`src/rtl/core/idpg_ram.sv`:
```
// generic single-write, single-read RAM with registered read data
module idpg_ram #(
  parameter int WIDTH = 8,
  parameter int DEPTH = 256
) (
  input  logic                     clk,
  input  logic                     wr_en,
  input  logic [$clog2(DEPTH)-1:0] wr_addr,
  input  logic [WIDTH-1:0]         wr_data,
  input  logic                     rd_en,
  input  logic [$clog2(DEPTH)-1:0] rd_addr,
  output logic [WIDTH-1:0]         rd_data
);
  logic [WIDTH-1:0] mem_r [DEPTH];
  logic [WIDTH-1:0] rd_data_r;

  always_ff @(posedge clk) begin
    if (wr_en) begin
      mem_r[wr_addr] <= wr_data;
    end
    if (rd_en) begin
      rd_data_r <= mem_r[rd_addr];
    end
  end

  assign rd_data = rd_data_r;
endmodule

```
`config.mk`:
```
export PLATFORM = sky130hd
export DESIGN_NAME = idpg_ram
export DESIGN_NICKNAME = d
export VERILOG_FILES = /design/src/rtl/core/idpg_ram.sv
export SDC_FILE = /design/constraint.sdc
export NUM_CORES = 2
export LEC_CHECK = 0
export ABC_CLOCK_PERIOD_IN_PS = 2100
export BUFFER_PORTS_ARGS = -buffer_cell sky130_fd_sc_hd__buf_2
export CAP_MARGIN = 30
export CORE_ASPECT_RATIO = 2
export CORE_MARGIN = 2
export CORE_UTILIZATION = 55
export DETAILED_ROUTE_END_ITERATION = 12
export GPL_TIMING_DRIVEN = 1
export PLACE_DENSITY = 0.76
export SLEW_MARGIN = 20
export SYNTH_ARGS = -nofsm -noshare
export SYNTH_HDL_FRONTEND = slang
export SYNTH_SLANG_ARGS = --single-unit
```
`constraint.sdc`:
```
create_clock -name clk -period 2.1 [get_ports clk]
set_input_delay 0.105 -clock clk [delete_from_list [all_inputs] [get_ports clk]]
set_output_delay 0.105 -clock clk [all_outputs]
set_load 0.02 [all_outputs]
```
==> results by group <==
Status
  – Status: finished, violations left
  – Failing checks: design-rule violations, negative setup slack

Run
  – Max cap viols: 0

Timing
  – Post-route setup slack: -353 ps
  – Final Cycle Share: 117%
  – Final Setup Violations: 8
  – Clock skew: 48.8 ps
  – Slew headroom: 45.0%
  – Max Fclk: 0.408 GHz
  – Final hold viol count: 0
  – Crit path time final: 2450 ps
  – RSZ-0062 raised after global routing: true
  – Tightest Pin Transition: 825 ps
  – Hold_ws: 40.7 ps
  – Final slew viol count: 0

Place
  – GPL Wtd Cong: 0.927
  – HPWL after detailed placement: 145 mm
  – Placed cell count: 6151
  – Cell area after placement: 0.0875 mm^2
  – Port buffer count: 34

Yosys
  – FF+latch count, synth: 2056
  – YS warnings: 0
  – Share of the synthesized area in the top cell type: 77.5%
  – Fraction of registers with async set/reset: 0%
  – Yosys top cell by area: edfxtp_1
  – Ys flop type: edfxtp_1
  – Mapped Cells: 3733
  – Count leader, synth: edfxtp_1
  – Syn nets: 3760
  – Synth Cell Area: 0.0796 mm^2
  – Sequential share of the synthesized area: 77.5%
  – Ranking of synthesized cells by area: edfxtp_1 (78%), mux4_2 (13%), mux2i_1 (1.7%)
  – Avg Inst Size Synth: 21.3 um^2
  – Synth cell count leaders: edfxtp_1 (2056), mux4_2 (454), nor2_1 (282), mux2i_1 (134), a22oi_1 (133)
  – EDFF count, synth: 2056
  – Distinct cell type count after synthesis: 54

Layout
  – Layout cells sized above 1: 33.2%
  – Final cell count without fillers: 6458
  – Design area: 0.0935 mm^2
  – Final net count: 4469
  – Synth-to-layout area growth: 17.4%

Pwr
  – Leakage: 0.0303 uW
  – Comb pwr share: 6.2%
  – Sw Pwr: 17200 uW
  – Flop pwr share: 55.4%
  – Power Dens Cells: 874 mW/mm^2
  – Sw Ratio: 21.1%
  – Max VDD drop: 0.000637 V
  – Internal Pwr Total: 64500 uW
  – Clock Power Share: 38.4%

Floorplan
  – Die span in x: 273 um
  – Core ar.: 0.144 mm^2
  – I/O pin count: 35
  – Die H: 542 um
  – Starting density of the core: 55.3%
  – Cell Rows: 197
  – Die area: 0.148 mm^2

Clock network
  – CTS tree: yes
  – Num CTS Buffers: 170
  – Max clock buf depth: 4
  – Root Buffer: clkbuf_16
  – Clock transition at path regs: 70 ps
  – Clock tree sinks: 2056
  – Clk_lat worst skew: 820 ps
  – H-Tree Level Count: 4
  – Postcts setup bufs: 0

Critical path
  – Worst-path cell chain: mux4_2 > mux4_2 > nor2b_4 > nor4_4 > buf_4 > nor4_4
  – Crit path launch type: flop
  – Worst r2r src: mem_r[87][7]
  – Endpoint class of the critical path: flop
  – Crit path largest cell delay: 500 ps
  – Critical path's slowest cell: mux4_2
  – Critical path arrival: 3010 ps
  – Worst path required time: 2650 ps
  – Critical Path Start: mem_r[87][7]
  – CP Max Fanout: 1
  – Setup CP Type: flop to flop

Global route
  – Initial antenna violation count: 14
  – Largest net degree at the start of global routing: 73
  – Overflow after GRT: 0
  – First-pass GRT wire length: 306 mm
  – Number of global-route vias before repair: 44.0k
  – Gr usage total: 29.3%

Route
  – 1st-pass router iterations: 10
  – Met3 WL: 17.1 mm
  – WL met1: 63.6 mm
  – Vias per std cell: 6.56
  – # DRC: 4
  – Routed wire length: 215 mm
  – Via count: 42.4k
  – Iteration-0 DRC Markers: 5576
  – DR WL/cell: 33.3 um
  – Max layer used: met5
  – Post-route ant nets: 0
  – Met2 wire len: 114 mm

Worst hold path
  – Hold wc startpoint: wr_addr[0]
  – Worst min-delay path category: input port to flop
==> through the flow <==
| stage | util, % | worst slack [ps] | TNS, ps | total power, uW |
|---|---|---|---|---|
| floorplan | - | -9.96 | -9.96 | 48400 |
| global placement | 60.8 | -1570 | -8840 | 50900 |
| detailed placement | 60.8 | -1300 | -8470 | 51000 |
| CTS | 64.9 | -371 | -2340 | 81800 |
| global route | 64.9 | -329 | -2240 | 83400 |
| finish | 64.9 | -353 | -2210 | 81700 |
==> metal layers <==
metal  track usage, %  up-vias
met2             52.1     2584
met4             22.7       14
met5                0        -
met3             4.97      824
li1                 -    17055
met1             30.5    21916
==> flip-flops by register name (all words and copies together) (netlist names) <==
register / cells
rd_data: 8
mem_r: 2048
==> worst max-delay path, delay by kind of cell (launching register included) <==
kind / cells / cell delay, ps
flip-flops: 1 / 370
AND/OR/NAND/NOR: 3 / 580
buffers and inverters: 1 / 250
multiplexers: 2 / 1000
==> area by class of cell <==
cell class              instances  area [um^2]
flip-flops and latches       2056        61700
fillers                      8967        50500
multi-input cells            1442        17000
repair buffers                770         6990
clock buffers                 200         4470
well taps                    1890         2360
clock inverters                93          897
diodes                          5         12.5
inverters                       2         7.51
==> path summary, 6_finish.rpt <==
path	end	slack, ps	cells past startpoint
max reg2reg	rd_data[7]	-350	6
min reg2reg	rd_data[5]	1160	7
max	rd_data[7]	-350	6
min	mem_r[155][5]	40	4
==> what timing repair did <==
action,in CTS,in global routing
setup endpoints to repair,8,8
hold endpoints to repair,343,0
gates resized for setup,66,17
pin swaps,24,19
hold buffers,11,0
==> logic make-up (layout without fill, tap and decap cells) <==
family / Yosys count / in the layout / synth area share (%)
flip-flops: 2056 / 2056 / 77.5
AND/OR/NAND/NOR: 466 / 466 / 2.63
other: 0 / 5 / 0
AO/OA/AOI/OAI: 385 / 385 / 3.42
multiplexers: 591 / 591 / 14.6
buffers and inverters: 235 / 1065 / 1.83
==> layout by cell type (no fill, tap or decap), types with 10 or more instances in the layout <==
cell,instances
o21ai_0,10
dlygate4sd3_1,11
nor4_2,11
nor3_1,14
o221ai_1,44
a22oi_1,133
clkinvlp_4,10
clkbuf_1,25
nand4_1,10
buf_12,93
nand2_1,33
o211ai_1,10
a21oi_1,96
bufinv_16,16
nor2b_1,25
mux4_2,454
edfxtp_1,2056
a211oi_1,10
nand3_1,33
clkinv_2,22
clkinv_1,37
nor2_1,275
mux2i_1,134
buf_2,22
clkbuf_16,175
o22ai_1,28
buf_4,632
==> power by group through the flow <==
stage / Sequential (uW) / Combinational, uW / Clock, uW
global placement: 46200 / 4690 / 0
finish: 45300 / 5080 / 31400
CTS: 45300 / 4980 / 31500
floorplan: 46200 / 2220 / 0
detailed placement: 46200 / 4790 / 0
global route: 45300 / 5250 / 32900
(Power assumes the default switching activity.)
