===== config.mk =====
export PLATFORM = sky130hd
export DESIGN_NAME = idpg_seq
export DESIGN_NICKNAME = d
export VERILOG_FILES = /design/src/rtl/core/idpg_pkg.sv /design/src/rtl/core/idpg_seq.sv
export SDC_FILE = /design/constraint.sdc
export NUM_CORES = 1
export LEC_CHECK = 0
export BUFFER_PORTS_ARGS = -buffer_cell sky130_fd_sc_hd__buf_4
export CELL_PAD_IN_SITES_DETAIL_PLACEMENT = 1
export CELL_PAD_IN_SITES_GLOBAL_PLACEMENT = 1
export CORE_AREA = 2 2 47 49
export CTS_CLUSTER_SIZE = 8
export DETAILED_ROUTE_END_ITERATION = 16
export DIE_AREA = 0 0 49 51
export HOLD_SLACK_MARGIN = 0.03
export PLACE_DENSITY_LB_ADDON = 0.1
export SYNTH_ARGS = -nofsm -noshare
export SYNTH_HDL_FRONTEND = slang
export SYNTH_SLANG_ARGS = --single-unit

===== constraint.sdc =====
create_clock -name clk -period 2.15 [get_ports clk]
set_input_delay 0.645 -clock clk [delete_from_list [all_inputs] [get_ports clk]]
set_output_delay 0.645 -clock clk [all_outputs]
set_load 0.03 [all_outputs]

===== src/rtl/core/idpg_pkg.sv =====
// shared types, constants, microcode table and arithmetic helpers
package idpg_pkg;

  localparam int NODE_BYTES   = 96;
  localparam int MAP_SIDE     = 5;
  localparam int MAP_DEPTH    = MAP_SIDE * MAP_SIDE * NODE_BYTES;
  localparam int MAP_AW       = $clog2(MAP_DEPTH);
  localparam int LEVEL_W      = 8;
  localparam int STEP_W       = 5;
  localparam int PART_W       = 2;
  localparam int NUM_PARTS    = 3;
  localparam int UC_PC_W      = 4;
  localparam logic [15:0] LFSR_TAPS   = 16'hB400;
  localparam logic [15:0] LFSR_RESET  = 16'h0001;
  localparam logic [7:0]  ACCENT_LEVEL = 8'd192;
  localparam logic [7:0]  LEVEL_MAX    = 8'd255;

  // microcode addresses with a fixed meaning
  localparam logic [UC_PC_W-1:0] UC_READS = 4'd12;
  localparam logic [UC_PC_W-1:0] UC_EMIT  = 4'd14;
  localparam logic [UC_PC_W-1:0] UC_MISC  = 4'd15;

  typedef enum logic [1:0] {
    OP_TICK    = 2'd0,
    OP_WRITE   = 2'd1,
    OP_RESTART = 2'd2,
    OP_RESEED  = 2'd3
  } opcode_t;

  typedef enum logic [1:0] {
    DP_NOP,
    DP_LOAD_A,
    DP_TOP,
    DP_BOT
  } dp_op_t;

  typedef struct packed {
    logic                 rd_en;
    logic [PART_W-1:0]    rd_part;
    logic [1:0]           rd_corner;
    dp_op_t               dp_op;
    logic                 fin_en;
    logic [PART_W-1:0]    fin_part;
    logic                 pert_en;
    logic [PART_W-1:0]    pert_part;
    logic                 emit;
    logic                 misc;
    logic                 jump_en;
    logic [UC_PC_W-1:0]   jump_to;
    logic                 last;
  } ctrl_t;

  // program: twelve map reads one per step, blends use read data in the next step
  function automatic ctrl_t ucode_rom(input logic [UC_PC_W-1:0] pc);
    ctrl_t c;
    c = '0;
    c.dp_op = DP_NOP;
    if (pc < UC_READS) begin
      c.rd_en     = 1'b1;
      c.rd_part   = pc[3:2];
      c.rd_corner = pc[1:0];
    end
    case (pc)
      4'd0: begin
        c.pert_en   = 1'b1;
        c.pert_part = 2'd0;
        c.jump_en   = 1'b1;
        c.jump_to   = UC_MISC;
      end
      4'd1: begin
        c.pert_en   = 1'b1;
        c.pert_part = 2'd1;
        c.dp_op     = DP_LOAD_A;
      end
      4'd2: begin
        c.pert_en   = 1'b1;
        c.pert_part = 2'd2;
        c.dp_op     = DP_TOP;
      end
      4'd3:  c.dp_op = DP_LOAD_A;
      4'd4:  c.dp_op = DP_BOT;
      4'd5: begin
        c.dp_op    = DP_LOAD_A;
        c.fin_en   = 1'b1;
        c.fin_part = 2'd0;
      end
      4'd6:  c.dp_op = DP_TOP;
      4'd7:  c.dp_op = DP_LOAD_A;
      4'd8:  c.dp_op = DP_BOT;
      4'd9: begin
        c.dp_op    = DP_LOAD_A;
        c.fin_en   = 1'b1;
        c.fin_part = 2'd1;
      end
      4'd10: c.dp_op = DP_TOP;
      4'd11: c.dp_op = DP_LOAD_A;
      4'd12: c.dp_op = DP_BOT;
      4'd13: begin
        c.fin_en   = 1'b1;
        c.fin_part = 2'd2;
      end
      UC_EMIT: begin
        c.emit = 1'b1;
        c.last = 1'b1;
      end
      UC_MISC: begin
        c.misc = 1'b1;
        c.last = 1'b1;
      end
      default: c.last = 1'b1;
    endcase
    return c;
  endfunction

  // (a*(255-w) + b*w) >> 8
  function automatic logic [7:0] blend8(input logic [7:0] a, input logic [7:0] b,
                                        input logic [7:0] w);
    logic [15:0] s;
    s = 16'({8'b0, a} * {8'b0, LEVEL_MAX - w}) + 16'({8'b0, b} * {8'b0, w});
    return s[15:8];
  endfunction

endpackage


===== src/rtl/core/idpg_seq.sv =====
// microcode sequencer: step counter, conditional jump and control word fetch
module idpg_seq (
  input  logic           clk,
  input  logic           rst_n,
  input  logic           start,
  input  logic           jump_cond,
  input  logic           stall,
  output logic           busy,
  output idpg_pkg::ctrl_t ctrl
);
  import idpg_pkg::*;

  logic               busy_r, busy_nxt;
  logic [UC_PC_W-1:0] pc_r, pc_nxt;
  ctrl_t              word;

  assign word = ucode_rom(pc_r);

  always_comb begin
    busy_nxt = busy_r;
    pc_nxt   = pc_r;
    if (!busy_r) begin
      if (start) begin
        busy_nxt = 1'b1;
        pc_nxt   = '0;
      end
    end else if (!stall) begin
      if (word.last) begin
        busy_nxt = 1'b0;
        pc_nxt   = '0;
      end else if (word.jump_en && jump_cond) begin
        pc_nxt = word.jump_to;
      end else begin
        pc_nxt = pc_r + 1'b1;
      end
    end
  end

  always_ff @(posedge clk) begin
    if (!rst_n) begin
      busy_r <= 1'b0;
      pc_r   <= '0;
    end else begin
      busy_r <= busy_nxt;
      pc_r   <= pc_nxt;
    end
  end

  assign busy = busy_r;
  assign ctrl = busy_r ? word : '0;
endmodule


==> results of run 1 <==
-- routing by layer --
metal / share of wire (%) / GRT usage (%) / vias up
li1: - / - / 311
met1: 42 / 14.4 / 290
met2: 52 / 28.3 / 18
met3: 5.1 / 2.63 / 4
met4: 1.1 / 7.14 / 0
met5: 0 / 0 / -
-- synth_stat cells, drive strengths merged --
| cell type | instances | area share (%) |
|---|---|---|
| o31ai | 1 | 2.2 |
| and2b | 2 | 2.9 |
| o311a | 1 | 1.8 |
| and3b | 1 | 1.6 |
| nor2 | 7 | 4.7 |
| and3 | 4 | 4.5 |
| o211ai | 4 | 7.8 |
| nand4 | 2 | 2.2 |
| maj3 | 1 | 2.0 |
| nand2 | 2 | 1.3 |
| nand2b | 2 | 2.2 |
| o311ai | 1 | 2.9 |
| nor3b | 3 | 4.0 |
| inv | 6 | 4.0 |
| a311oi | 1 | 1.6 |
| and4bb | 1 | 2.2 |
| a21oi | 4 | 3.6 |
| o21ai | 2 | 1.8 |
| ha | 5 | 11 |
| nor3 | 4 | 4.5 |
| a31oi | 1 | 1.1 |
| buf | 7 | 9.2 |
| nand3 | 3 | 2.7 |
| dfxtp | 5 | 18 |
-- placed cells by master (no fill, tap or decap), types with 2 or more instances in the layout --
| cell type | netlist | layout |
|---|---|---|
| buf_4 | 4 | 32 |
| nor2_1 | 7 | 6 |
| inv_1 | 6 | 4 |
| and3_1 | 4 | 4 |
| a21oi_1 | 4 | 4 |
| nor3b_2 | 0 | 3 |
| nand3_1 | 3 | 3 |
| o211ai_1 | 3 | 3 |
| ha_2 | 0 | 3 |
| dfxtp_1 | 5 | 3 |
| clkbuf_4 | 0 | 3 |
| o21ai_1 | 2 | 2 |
| nor3_2 | 1 | 2 |
| nor3_1 | 3 | 2 |
| nand2b_1 | 2 | 2 |
| nand4_1 | 2 | 2 |
-- flip-flops by register name, summed over array words and instances, names as in the netlist --
name  flops
busy      1
pc_r      4
-- cell families after synthesis --
group                      share of synthesized area, %
AOI/OAI and AO/OA                                  22.8
DFF                                                17.9
buffers and inverters                              13.2
and+or+nand+nor                                    32.9
adders and majority gates                          13.2
-- layout make-up --
cell class	count	area (µm²)	share of cell area, %
Multi-Input combinational cell	52	430	49.9
Tap cell	28	35.0	4.06
Sequential cell	5	105	12.2
Inverter	6	25.0	2.90
Timing Repair Buffer	32	240	27.9
Clock buffer	4	26.3	3.05
-- path summary, 6_finish.rpt --
kind / to / start / slack, ps / cells after the start
worst min register to register: pc_r[1] / pc_r[1] / 520 / 2
worst max-delay path: ctrl[14] / pc_r[1] / 40 / 6
worst min-delay path: pc_r[1] / pc_r[1] / 520 / 2
worst max register to register: pc_r[3] / pc_r[0] / 680 / 6
-- critical path, cell delays in order (launching register included) --
cell and delay, ps:
dfxtp_4 380, inv_4 60, ha_4 140, maj3_2 310, nor3_2 110, nor2_1 60, buf_4 160
-- power breakdown --
| part | leakage [nW] | switching, mW | internal [mW] |
|---|---|---|---|
| Combinational | 0.316 | 0.0876 | 0.0561 |
| Clock | 0.0150 | 0.0443 | 0.0705 |
| Sequential | 0.0420 | 0.00738 | 0.0973 |
-- timing repair --
action                                 4_1_cts  5_1_grt
endpoints found under the hold margin        0        0
pin swaps                                    0        1
setup endpoints to repair                    4       14
gates resized for setup                      6        8
buffers inserted                             0        0
==> metrics.txt, run 1 <==
outcome complete, no violations; Max IR drop VDD 231 µV; cts bufs inserted 3; CP Max Fanout 6; syn_area_per_cell 7.99 µm²; Yosys warning count 0; PD cells 421 nW/µm²; HP Class reg -> reg; placed cell areas 798 µm²; HPWL Detailed approximately 1300 µm; Rows 17; clock buffer depth 2; Vias 623; post-route ant nets 0; Setup Skew 0.753 ps; dpl ws 125 ps; Setup TNS 0 ps; Tot Pwr 363 µW; CP arrival 1460 ps; TritonCTS clock tree yes; final core utilization approximately two fifths; Tcrit/Tclk final between 90 and 100%; placed cells 123; Post-Syn Nets 80; antenna cells 0; first-pass GRT wire length 2770 µm; antenna violations before repair 0; mapped cell area 559 µm²; GP Congestion 0.842; clock slew at reported path FFs 50 ps; hold slack 520 ps; core area 2060 µm²; relative slew slack 77.0%; post-synthesis sequential area ratio 17.9%; depth of the CTS H-tree 1; die area 2500 µm²; global route overflow 0; cell area after layout 862 µm²; Port Buffers 26; RSZ-0062 raised after global routing true; clock latency at the later pin of the worst-skew pair roughly 250 ps; Worst setup SP type register; Starting Density 27.1%; Iter 0 DRT Violations 2; Slew @ Worst Pin 345 ps; Tmin final between 2000 and 2500 ps; Fmax 0.474 GHz; Final Hold Fails 0; layout cells sized above 1 55.6%; count of different cell masters after synthesis 29; register bit total from synthesis 5; root buffer cell clkbuf_4; Via density 4.91; wire per inst 13.2 µm; Leak Pwr 0.373 nW; Syn Inst Count 70; non-filler instance count after layout 127; Max Cap Viol 0; die height 51 µm; # IOs 27; Fillers between 200 and 300; DRC 0; hold buffers post-CTS 0; DRT Pass-1 Iters 3; largest net degree at the start of global routing 12; Worst Setup Path Type reg -> out; Worst setup EP type output pin; Nets between 100 and 150; Synth-to-Final Area Change 54.1%; drt total wl 1670 µm; # setup viols final 0; WP data required 1500 ps; vias in the first global route 631; setup ws final 40.3 ps; Slew Limit Fails 0; CTS Sinks 5; gr usage total 14.4%; chip width 49 µm
(Power assumes the default switching activity.)
==> inputs of run 2 (changes only) <==
BUFFER_PORTS_ARGS = -buffer_cell sky130_fd_sc_hd__buf_2   (was -buffer_cell sky130_fd_sc_hd__buf_4)
CTS_CLUSTER_SIZE = unset   (was 8)
==> metrics.txt, run 2 (same netlist as run 1, synthesis figures left out) <==
# IOs 27; dpl ws between 100 and 150 ps; outcome complete, no violations; HP Class reg -> reg; core area 2060 µm²; clock latency at the later pin of the worst-skew pair 250 ps; clock buffer depth 2; cts bufs inserted 3; vias in the first global route 583; Port Buffers 26; gr usage total approximately 14%; depth of the CTS H-tree 1; met2 Use GR approximately a quarter; wire per inst 13.2 µm; TritonCTS clock tree yes; Synth-to-Final Area Change 45.0%; # setup viols final 0; chip width 49 µm; Worst setup SP type register; CTS Sinks 5; post-route ant nets 0; Final Hold Fails 0; met1 GRT Util 16.5%; Max IR drop VDD 325 µV; cell area after layout 811 µm²; CP Max Fanout 6; layout cells sized above 1 56.0%; commonest non-fill, non-tap cells in the layout 22 x buf_2, 11 x buf_4, 6 x nor2_1; CP arrival around 1500 ps; clock slew at reported path FFs 50 ps; die height between 50 and 60 µm; Top reg by flops pc_r; placed cell areas 733 µm²; die area between 2000 and 2500 µm²; Starting Density about 27%; Worst setup EP type output pin; Vias 620; Iter 0 DRT Violations 8; gr busiest metal met2; antenna cells 0; Tmin final 2110 ps; hold buffers post-CTS 0; drt total wl 1690 µm; Setup Skew 2.46 ps; RSZ-0062 raised after global routing true; Slew Limit Fails 0; global route overflow 0; Slew @ Worst Pin 267 ps; Largest register FFs 4; DRC 0; PD cells 438 nW/µm²; Tcrit/Tclk final between 90 and 100%; GR Layer Usage met3 about 1.5%; Max Cap Viol 0; WP data required 1500 ps; relative slew slack 82.1%; Fmax roughly 0.47 GHz; setup ws final 35.6 ps; HPWL Detailed around 1300 µm; Leak Pwr between 0.3 and 0.4 nW; Via density 4.84; Tot Pwr 356 µW; antenna violations before repair 0; Rows 17; first-pass GRT wire length about 2700 µm; largest net degree at the start of global routing 8; GP Congestion between 0.8 and 0.9; DRT Pass-1 Iters 4; Nets 111; Worst Setup Path Type reg -> out; commonest non-fill, non-tap cell in the layout buf_2; root buffer cell clkbuf_4
run 2: cell count changes in the layout (fill, tap and decap cells not counted):
cell     change
nor3_1       +1
ha_2         +1
buf_4       -21
buf_2       +22
nand2_1      +1
and3_2       +1
nor3_2       -1
nand2_2      -1
and3_1       -1
ha_1         -1
run 2: power breakdown:
group / internal (mW) / leakage (nW) / switching (mW) / total [mW]
sequential: 0.0972 / 0.0420 / 0.00810 / 0.105
clock: 0.0707 / 0.0150 / 0.0466 / 0.117
combinational: 0.0466 / 0.308 / 0.0863 / 0.133
run 2: worst paths after layout:
kind                start       end  slack [ps]  depth (start not counted)
setup reg to reg  pc_r[0]   pc_r[3]         680                          6
hold reg to reg   pc_r[0]   pc_r[0]         500                          2
setup / recovery  pc_r[1]  ctrl[15]          40                          6
hold / removal    pc_r[0]   pc_r[0]         500                          2
run 2: what timing repair did:
action,4_1_cts,5_1_grt
buffers inserted,0,1
setup endpoints to repair,7,12
pin swaps,1,2
gates resized for setup,8,12
run 2: area by class of cell:
class / instances / area [µm²]
Clock buffer: 4 / 26.3
Fill cell: 266 / 1250
Inverter: 6 / 25.0
Multi-Input combinational cell: 52 / 427
Sequential cell: 5 / 105
Tap cell: 28 / 35.0
Timing Repair Buffer: 33 / 193
run 2: per-stage QoR:
| stage | hold slack [ps] | setup TNS, ps | std cells | utilization (%) |
|---|---|---|---|---|
| floorplan | 497 | -99.9 | 70 | - |
| global placement | 473 | 0 | 123 | 35.5 |
| detailed placement | 489 | 0 | 123 | 35.5 |
| CTS | 499 | 0 | 127 | 37.4 |
| global route | 511 | -37.6 | 128 | 39.3 |
| finish | 497 | 0 | 128 | 39.3 |
run 2: critical path, cell delays in order (launching register included):
cell and delay [ps]:
dfxtp_4 380, inv_4 60, ha_4 140, maj3_2 310, nor2_1 110, nor2_1 50
buf_4 160
run 2: metal layers:
layer | up-vias | part of all wire [%]
li1 | 310 | -
met1 | 293 | 45
met2 | 15 | 51
met3 | 2 | 3.7
met4 | 0 | 0.53
met5 | - | 0
